[src/hdl/ddo_pkg.sv]
package ddo_pkg;

    localparam int MUL_W = 33;
    localparam int PROD_W = 2 * MUL_W;

    localparam logic [29:0] INV_TWO_PI_Q32 = 30'd683565276;
    localparam logic [16:0] POLY_C0 = 17'd4639;
    localparam logic [16:0] POLY_C1 = 17'd42047;
    localparam logic [16:0] POLY_C2 = 17'd102944;
    localparam logic [15:0] QUARTER_TURN = 16'd16384;
    localparam logic [15:0] IWB_RESET = 16'd256;

    typedef enum logic [3:0] {
        S_IDLE,
        S_ANG,
        S_DT,
        S_DELTA,
        S_HEAD,
        S_K,
        S_EST,
        S_CORR,
        S_ADJ,
        S_T,
        S_U,
        S_S,
        S_TRIG,
        S_POS,
        S_ACC,
        S_DONE
    } t_state;

    typedef struct packed {
        logic signed [15:0] left_wheel_speed;
        logic signed [15:0] right_wheel_speed;
        logic [15:0]        time_step;
    } t_odo_in;

    typedef struct packed {
        logic signed [31:0] position_x;
        logic signed [31:0] position_y;
        logic [15:0]        heading_angle;
        logic signed [15:0] linear_velocity;
        logic signed [31:0] angular_velocity;
    } t_odo_out;

endpackage

[src/hdl/ddo_mul.sv]
module ddo_mul (
    input  logic                                 i_clk,
    input  logic signed [ddo_pkg::MUL_W-1:0]     i_a,
    input  logic signed [ddo_pkg::MUL_W-1:0]     i_b,
    output logic signed [ddo_pkg::PROD_W-1:0]    o_p
);
    import ddo_pkg::*;

    logic signed [PROD_W-1:0] r_p;

    always_ff @(posedge i_clk) begin
        r_p <= i_a * i_b;
    end

    assign o_p = r_p;

endmodule

[src/hdl/diff_drive_odometry_unit.sv]
// After an input transfer the sequencer loads the result register in S_DONE.
// All 21 products of an update go through one registered 33x33 multiplier
// under the sequencer.
// The block takes no input while an item is in work.
// Reset (synchronous, active low) clears pose, heading, the output valid
// and sets the reciprocal wheel base to 1.0 per meter.
module diff_drive_odometry_unit #(
    parameter int SINE_TABLE_DEPTH = 1024
) (
    input  logic              i_clk,
    input  logic              i_rst_n,
    input  logic              i_valid,
    output logic              o_stall,
    input  ddo_pkg::t_odo_in  i_in,
    output logic              o_valid,
    input  logic              i_stall,
    output ddo_pkg::t_odo_out o_out,
    input  logic              i_cfg_we,
    input  logic [15:0]       i_cfg_data
);
    import ddo_pkg::*;

    localparam int KW = $clog2(SINE_TABLE_DEPTH);
    localparam int XW = KW + 16;
    localparam logic signed [MUL_W-1:0] DEPTH_OP = MUL_W'(SINE_TABLE_DEPTH);
    localparam logic signed [MUL_W-1:0] RECIP_OP =
        MUL_W'((64'd1 << 39) / SINE_TABLE_DEPTH);
    localparam logic [XW-1:0] DEPTH_X = XW'(SINE_TABLE_DEPTH);

    t_state r_state, n_state;

    logic [15:0]        r_iwb;
    logic signed [15:0] r_left, r_right;
    logic [15:0]        r_dt;
    logic signed [15:0] r_lin;
    logic signed [31:0] r_ang;
    logic [15:0]        r_head;
    logic signed [31:0] r_x, r_y;
    logic               r_sin_pass;
    logic [KW-1:0]      r_k;
    logic [15:0]        r_est;
    logic [1:0]         r_quad;
    logic [16:0]        r_z;
    logic [16:0]        r_z2;
    t_odo_out           r_out;
    logic               r_out_valid;

    logic signed [MUL_W-1:0]  mul_a, mul_b;
    logic signed [PROD_W-1:0] prod;

    logic signed [16:0] diff;
    logic signed [16:0] lin_sum;
    logic signed [31:0] ang_sat;
    logic signed [31:0] q_rad;
    logic [15:0]        delta;
    logic [15:0]        head_sel;
    logic [KW-1:0]      k_idx;
    logic [15:0]        est;
    logic [XW-1:0]      rem;
    logic [15:0]        ang_a;
    logic [14:0]        z_mirror;
    logic [16:0]        z_val;
    logic [16:0]        hi17;
    logic [15:0]        mag;
    logic signed [16:0] trig;
    logic signed [26:0] dpos;
    logic signed [31:0] acc_sel;
    logic signed [32:0] acc_sum;
    logic signed [31:0] acc_sat;
    logic               out_xfer;

    ddo_mul u_mul (
        .i_clk (i_clk),
        .i_a   (mul_a),
        .i_b   (mul_b),
        .o_p   (prod)
    );

    always_comb begin
        diff     = {r_right[15], r_right} - {r_left[15], r_left};
        lin_sum  = {r_left[15], r_left} + {r_right[15], r_right};
        if (prod[PROD_W-1:31] == '0 || prod[PROD_W-1:31] == '1) begin
            ang_sat = prod[31:0];
        end else if (prod[PROD_W-1]) begin
            ang_sat = 32'sh8000_0000;
        end else begin
            ang_sat = 32'sh7fff_ffff;
        end
        q_rad    = prod[47:16];
        delta    = prod[47:32];
        head_sel = r_sin_pass ? r_head : 16'(r_head + QUARTER_TURN);
        k_idx    = prod[16+KW-1:16];
        est      = prod[54:39];
        rem      = {r_k, 16'h0} - prod[XW-1:0];
        ang_a    = (rem >= DEPTH_X) ? 16'(r_est + 16'd1) : r_est;
        z_mirror = 15'(15'd16384 - {1'b0, ang_a[13:0]});
        z_val    = ang_a[14] ? {z_mirror, 2'b00} : {1'b0, ang_a[13:0], 2'b00};
        hi17     = prod[32:16];
        mag      = prod[33:18];
        trig     = r_quad[1] ? -$signed({1'b0, mag}) : $signed({1'b0, mag});
        dpos     = prod[48:22];
        acc_sel  = r_sin_pass ? r_y : r_x;
        acc_sum  = {acc_sel[31], acc_sel} + {{6{dpos[26]}}, dpos};
        if (acc_sum[32] == acc_sum[31]) begin
            acc_sat = acc_sum[31:0];
        end else if (acc_sum[32]) begin
            acc_sat = 32'sh8000_0000;
        end else begin
            acc_sat = 32'sh7fff_ffff;
        end
        out_xfer = r_out_valid && !i_stall;
    end

    always_comb begin
        n_state = r_state;
        case (r_state)
            S_IDLE:  if (i_valid) n_state = S_ANG;
            S_ANG:   n_state = S_DT;
            S_DT:    n_state = S_DELTA;
            S_DELTA: n_state = S_HEAD;
            S_HEAD:  n_state = S_K;
            S_K:     n_state = S_EST;
            S_EST:   n_state = S_CORR;
            S_CORR:  n_state = S_ADJ;
            S_ADJ:   n_state = S_T;
            S_T:     n_state = S_U;
            S_U:     n_state = S_S;
            S_S:     n_state = S_TRIG;
            S_TRIG:  n_state = S_POS;
            S_POS:   n_state = S_ACC;
            S_ACC:   n_state = r_sin_pass ? S_DONE : S_K;
            S_DONE:  if (!r_out_valid || !i_stall) n_state = S_IDLE;
            default: n_state = S_IDLE;
        endcase
    end

    always_comb begin
        o_stall = (r_state != S_IDLE);
        mul_a   = '0;
        mul_b   = '0;
        case (r_state)
            S_ANG: begin
                mul_a = {{16{diff[16]}}, diff};
                mul_b = {17'b0, r_iwb};
            end
            S_DT: begin
                mul_a = {ang_sat[31], ang_sat};
                mul_b = {17'b0, r_dt};
            end
            S_DELTA: begin
                mul_a = {q_rad[31], q_rad};
                mul_b = {3'b0, INV_TWO_PI_Q32};
            end
            S_K: begin
                mul_a = {17'b0, head_sel};
                mul_b = DEPTH_OP;
            end
            S_EST: begin
                mul_a = MUL_W'({k_idx, 16'h0});
                mul_b = RECIP_OP;
            end
            S_CORR: begin
                mul_a = {17'b0, est};
                mul_b = DEPTH_OP;
            end
            S_ADJ: begin
                mul_a = {16'b0, z_val};
                mul_b = {16'b0, z_val};
            end
            S_T: begin
                mul_a = {16'b0, hi17};
                mul_b = {16'b0, POLY_C0};
            end
            S_U: begin
                mul_a = {16'b0, r_z2};
                mul_b = {16'b0, 17'(POLY_C1 - hi17)};
            end
            S_S: begin
                mul_a = {16'b0, r_z};
                mul_b = {16'b0, 17'(POLY_C2 - hi17)};
            end
            S_TRIG: begin
                mul_a = {{17{r_lin[15]}}, r_lin};
                mul_b = {{16{trig[16]}}, trig};
            end
            S_POS: begin
                mul_a = prod[32:0];
                mul_b = {17'b0, r_dt};
            end
            default: begin
                mul_a = '0;
                mul_b = '0;
            end
        endcase
    end

    always_ff @(posedge i_clk) begin
        if (!i_rst_n) begin
            r_state     <= S_IDLE;
            r_iwb       <= IWB_RESET;
            r_x         <= '0;
            r_y         <= '0;
            r_head      <= '0;
            r_out_valid <= 1'b0;
        end else begin
            r_state <= n_state;
            if (i_cfg_we) begin
                r_iwb <= i_cfg_data;
            end
            if (r_state == S_DONE && (!r_out_valid || !i_stall)) begin
                r_out_valid <= 1'b1;
            end else if (out_xfer) begin
                r_out_valid <= 1'b0;
            end
            case (r_state)
                S_HEAD: r_head <= 16'(r_head + delta);
                S_ACC: begin
                    if (r_sin_pass) begin
                        r_y <= acc_sat;
                    end else begin
                        r_x <= acc_sat;
                    end
                end
                default: ;
            endcase
        end
    end

    always_ff @(posedge i_clk) begin
        case (r_state)
            S_IDLE: begin
                r_left  <= i_in.left_wheel_speed;
                r_right <= i_in.right_wheel_speed;
                r_dt    <= i_in.time_step;
            end
            S_ANG:  r_lin <= lin_sum[16:1];
            S_DT:   r_ang <= ang_sat;
            S_HEAD: r_sin_pass <= 1'b0;
            S_EST:  r_k <= k_idx;
            S_CORR: r_est <= est;
            S_ADJ: begin
                r_z    <= z_val;
                r_quad <= ang_a[15:14];
            end
            S_T:    r_z2 <= hi17;
            S_ACC:  r_sin_pass <= 1'b1;
            S_DONE: begin
                if (!r_out_valid || !i_stall) begin
                    r_out.position_x       <= r_x;
                    r_out.position_y       <= r_y;
                    r_out.heading_angle    <= r_head;
                    r_out.linear_velocity  <= r_lin;
                    r_out.angular_velocity <= r_ang;
                end
            end
            default: ;
        endcase
    end

    assign o_valid = r_out_valid;
    assign o_out   = r_out;

endmodule
[config.mk]
export PLATFORM = sky130hd
export DESIGN_NAME = diff_drive_odometry_unit
export DESIGN_NICKNAME = d
export VERILOG_FILES = /design/src/hdl/ddo_pkg.sv /design/src/hdl/ddo_mul.sv /design/src/hdl/diff_drive_odometry_unit.sv
export SDC_FILE = /design/constraint.sdc
export NUM_CORES = 2
export LEC_CHECK = 0
export ABC_AREA = 1
export CAP_MARGIN = 20
export CORE_ASPECT_RATIO = 2
export CORE_UTILIZATION = 45
export DETAILED_ROUTE_END_ITERATION = 16
export DONT_BUFFER_PORTS = 1
export GPL_TIMING_DRIVEN = 0
export PLACE_DENSITY_LB_ADDON = 0.2
export SYNTH_ARGS = -nofsm -noshare
export SYNTH_HDL_FRONTEND = slang
export SYNTH_SLANG_ARGS = --single-unit
export TNS_END_PERCENT = 10
[constraint.sdc]
create_clock -name i_clk -period 10.71 [get_ports i_clk]
set_input_delay 1.071 -clock i_clk [delete_from_list [all_inputs] [get_ports i_clk]]
set_output_delay 1.071 -clock i_clk [all_outputs]
set_load 0.005 [all_outputs]
==> qor.yml, run 1 <==
status:
  outcome: "aborted with a tool error"
  stop_stage: "global routing"
  error: "[ERROR GRT-0116] Global routing finished with congestion. Check the congestion regions in the DRC Viewer."
synth:
  yosys_register_bits: 451
  synthArstFlopShare_pct: 0
  synth-seq-area-share_pct: 20.2
  synth_flop_cell: "edfxtp_1"
  avgSynthCellArea_sq_um: 9.02
  ys_warn_count: 0
  synth_cell_types: 69
  synth-edff-count: 284
  synth_top_area_share_pct: 38.1
  netlist_instances: 6519
  syn_area_sq_um: 58800
  synthTopCellsByArea: "fa_1, edfxtp_1, inv_1"
  syn-num-nets: 8016
  synth_top_cell_by_area: "fa_1"
cts:
  numCtsBuffers: 41
  cts.htree.levels: 2
  hold_buffers: 0
  root_buffer: "clkbuf_16"
  cts_sinks: 451
  clockBufferDepth: 3
global_routing:
  grt_pass1_vias: 55200
  grt_max_degree: 35
  grt_usage_pct: 46.4
  grt_pass1_wl_um: 423000
  grt-ovfl-total: 64
placed_design:
  dpl.hpwl_um: 232000
  gp_congestion: 1.11
  portBuffers: 0
  placed_area_sq_um: 61200
floorplanning:
  die_h_um: 513
  fp.dieW_um: 258
  pin_count: 199
  initial_utilization_pct: 45.3
  rows: 187
cells in the mapped netlist (all sizes together), types with 6 or more instances:
master / instances
ha: 308
a221oi: 24
nor3: 38
o2111ai: 17
xnor2: 46
nand4: 36
nand2: 1125
nor2: 447
o221ai: 9
a211oi: 10
nor4: 13
nand3: 168
fa: 1120
a21oi: 328
o21ai: 203
inv: 1711
clkbuf: 124
o21a: 40
a2111oi: 11
nand3b: 13
edfxtp: 284
o211ai: 13
a21boi: 8
dfxtp: 167
a31oi: 27
buf: 57
xor2: 114
o21bai: 6
routing by layer:
layer / overflow / global-route usage [%]
met1: 0 / 39.6
met2: 42 / 78.1
met3: 0 / 13.9
met4: 22 / 56.9
met5: 0 / 0
cells by family after synthesis:
logic type	share of synthesized area [%]
buffers and inverters	12.4
AND/OR/NAND/NOR	13.0
adder cells (fa/ha/maj)	44.7
AO/OA/AOI/OAI	7.28
flip-flops	20.2
XOR/XNOR	2.40
multiplexers	0.0192
repair_timing:
item	in CTS
gates resized for setup	405
buffers inserted	89
setup endpoints to repair	55
gates cloned	1
pin swaps	63
metrics by stage:
step	instances	hold WS (ps)	setup WS, ps	utilization, %
after floorplan	6519	400	964	-
after global placement	8220	401	-3580	47.0
after detailed placement	8241	405	-3240	47.2
after CTS	8406	415	-14.2	50.2
==> run 2, diff against run 1 <==
Settings changed: CORE_ASPECT_RATIO 2 to default, CORE_UTILIZATION 45 to 30, PLACE_DENSITY_LB_ADDON 0.2 to 0.15.
==> qor.yml, run 2 <==
synth:
  synthTopCellsByArea: "fa_1, edfxtp_1, inv_1"
  yosys_register_bits: 451  # unchanged
  synth_top_area_share_pct: 38.1  # unchanged
  ys_warn_count: 0  # unchanged
  netlist_instances: 6519  # unchanged
  synth_cell_types: 69  # unchanged
  synth_top_cell_by_area: "fa_1"
  syn-num-nets: 8016  # unchanged
  avgSynthCellArea_sq_um: 9.02  # unchanged
  synthTopCellsByCount: "inv_1, fa_1, nand2_1"
  syn_area_sq_um: 58800  # unchanged
  synth-seq-area-share_pct: 20.2  # unchanged
  synth_flop_cell: "edfxtp_1"
  synthArstFlopShare_pct: 0  # unchanged
  synth-edff-count: 284  # unchanged
  yosysMostFrequentCell: "inv_1"
global_routing:
  grt_pass1_wl_um: 335000
  grt_usage_pct: 23.4
  antenna_found_initial: 4
  grt_max_degree: 35
  grt_pass1_vias: 47000
  grt-ovfl-total: 0
timing:
  hold_ws_ps: 421
  fin_tns_setup_ps: 0
  fmax_mhz: 95.1
  fin_crit_sh_pct: 98.2
  min_period_ps: 10520
  finalHoldViolations: 0
  finalSetupViolations: 0
  relSlewSlack_pct: 23.5
  worst_slack_ps: 192
  fin_worst_skew_ps: 21.7
  tightestPinTransition_ps: 1150
  grt_setup_unrepaired: "true"
  finalMaxSlewViolations: 0
floorplanning:
  fp.dieW_um: 445  # +73%
  coreArea_sq_um: 195000
  pin_count: 199  # unchanged
  design.die.area_sq_um: 198000
  rows: 162  # -13%
  initial_utilization_pct: 30.2  # -15 points
  die_h_um: 445  # -13%
detailed_routing:
  wl_met3_um: 13100
  drtPass1Iterations: 6
  drc_errors: 0
  post_drt_wl_per_cell_um: 24.7
  drt_iter0_drc: 3783
  via_per_inst: 4.78
  routed.top_layer: "met5"
  dr_wl_met2_um: 110000
  vias: 45100
  wl_met1_um: 103000
  postRouteAntennaNets: 0
  wl_um: 233000
cts:
  cts_sinks: 451  # unchanged
  root_buffer: "clkbuf_16"
  clockBufferDepth: 3  # unchanged
  cts.htree.levels: 2  # unchanged
  cts.clk_slew.worst_paths_ps: 60
  numCtsBuffers: 54  # +32%
  cts_tree: "done"
  clk_latency_ps: 640
worst_setup_path:
  path_max_fanout: 10
  critPathArrivalTime_ps: 11040
  critPathKind: "flip-flop to flip-flop"
  crit_path_start_kind: "flip-flop"
  worst_path_max_delay_cell: "dfxtp_1"
  cp.required_ps: 11240
  critPathMostFrequentCell: "inv_1"
  cp-end-kind: "flip-flop"
  r2r_slack_ps: 190
  max_stage_delay_ps: 880
finish:
  most-common-layout-cells: "inv_1, fa_1, nand2_1"
  largest_reg_flops: 128
  fin_util_pct: 34.8
  drive_gt1_share_pct: 11.4
  final.fill_count: 20300
  mostFrequentLayoutCell: "inv_1"
  nets: 8258
  finish.instance_area_sq_um: 67900
  synthToLayoutAreaGrowth_pct: 15.4
pwr:
  seqPwrFrac_pct: 22.7
  cellPowerDensity_nw_per_um2: 164
  p_int_mw: 5.53
  clkPwrFrac_pct: 17.9
  swShare_pct: 50.2
  switching_power_mw: 5.58
  combPwrFrac_pct: 59.4
  vdd_drop_max_mv: 0.125
  p_leak_nw: 31.7
worst_hold_path:
  hp-class: "flip-flop to flip-flop"
placed_design:
  dpl.hpwl_um: 196000  # -16%
  preCtsSetupSlack_ps: -3500  # -259 ps
  portBuffers: 0  # unchanged
  placed_area_sq_um: 62300  # +1.7%
  gp_congestion: 0.958  # -14%
job:
  cap_violations: 0
status:
  outcome: "completed"
[run 2: power by group through the flow]
stage / clock (mW) / sequential, mW / combinational, mW
6_report: 1.99 / 2.52 / 6.61
5_1_grt: 2.09 / 2.52 / 7.18
4_1_cts: 2.02 / 2.51 / 6.17
3_5_place_dp: 0 / 2.59 / 5.67
3_3_place_gp: 0 / 2.59 / 5.65
2_1_floorplan: 0 / 2.24 / 3.58
[run 2: metal layers]
layer | vias up | GRT usage (%)
met5 | - | 0
met4 | 4 | 5.80
met3 | 286 | 2.56
met2 | 1378 | 39.0
met1 | 23200 | 32.5
li1 | 20200 | -
[run 2: what timing repair did]
action                                  CTS  global route
setup buffers                            71            99
endpoints found under the setup margin   54            37
hold buffers                              0             0
resized for setup                       330           266
cloned                                    0             2
pin swaps                                45            96
[run 2: kinds of logic (layout without fill, tap and decap cells)]
logic type / after synthesis / count (layout) / share of synthesized area, %
AND/OR/NAND/NOR: 1849 / 1850 / 13.0
adder cells (fa/ha/maj): 1428 / 1428 / 44.7
buffers and inverters: 1897 / 2184 / 12.4
multiplexers: 1 / 1 / 0.0192
other: 0 / 5 / 0
AO/OA/AOI/OAI: 733 / 733 / 7.28
flip-flops: 451 / 451 / 20.2
XOR/XNOR: 160 / 160 / 2.40
[run 2: stage by stage]
stage	power, mW	cells
after floorplan	5.82	6519
after global placement	8.24	9143
after detailed placement	8.26	9158
after CTS	10.7	9330
after global routing	11.8	9432
final	11.1	9436
[run 2: critical path: cells and delay by family (launching register included)]
family                   cells  cell delay (ps)
AO/OA/AOI/OAI               11             2180
flip-flops                   1              880
AND/OR/NAND/NOR              7              940
XOR/XNOR                     1              280
adder cells (fa/ha/maj)      9             4410
buffers and inverters       13             1630
[run 2: final timing paths]
path,end,startpoint,depth (start not counted)
worst min register to register,o_out[24],r_ang[24],0
worst max register to register,u_mul.o_p[54],u_mul.o_p[25],41
worst max-delay path,u_mul.o_p[54],u_mul.o_p[25],41
worst min-delay path,o_out[24],r_ang[24],0
[run 2: layout make-up]
| type | count | area [sq um] | area share, % |
|---|---|---|---|
| Multi-Input combinational cell | 4172 | 41300 | 60.9 |
| Sequential cell | 451 | 11900 | 17.6 |
| Inverter | 1716 | 6610 | 9.74 |
| Tap cell | 2624 | 3280 | 4.84 |
| Timing Repair Buffer | 187 | 1740 | 2.57 |
| Clock buffer | 66 | 1440 | 2.12 |
| Buffer | 179 | 1100 | 1.62 |
| Clock inverter | 36 | 464 | 0.684 |
| Antenna cell | 5 | 12.5 | 0.0184 |
No activity file was read; power rests on OpenSTA's default activity.
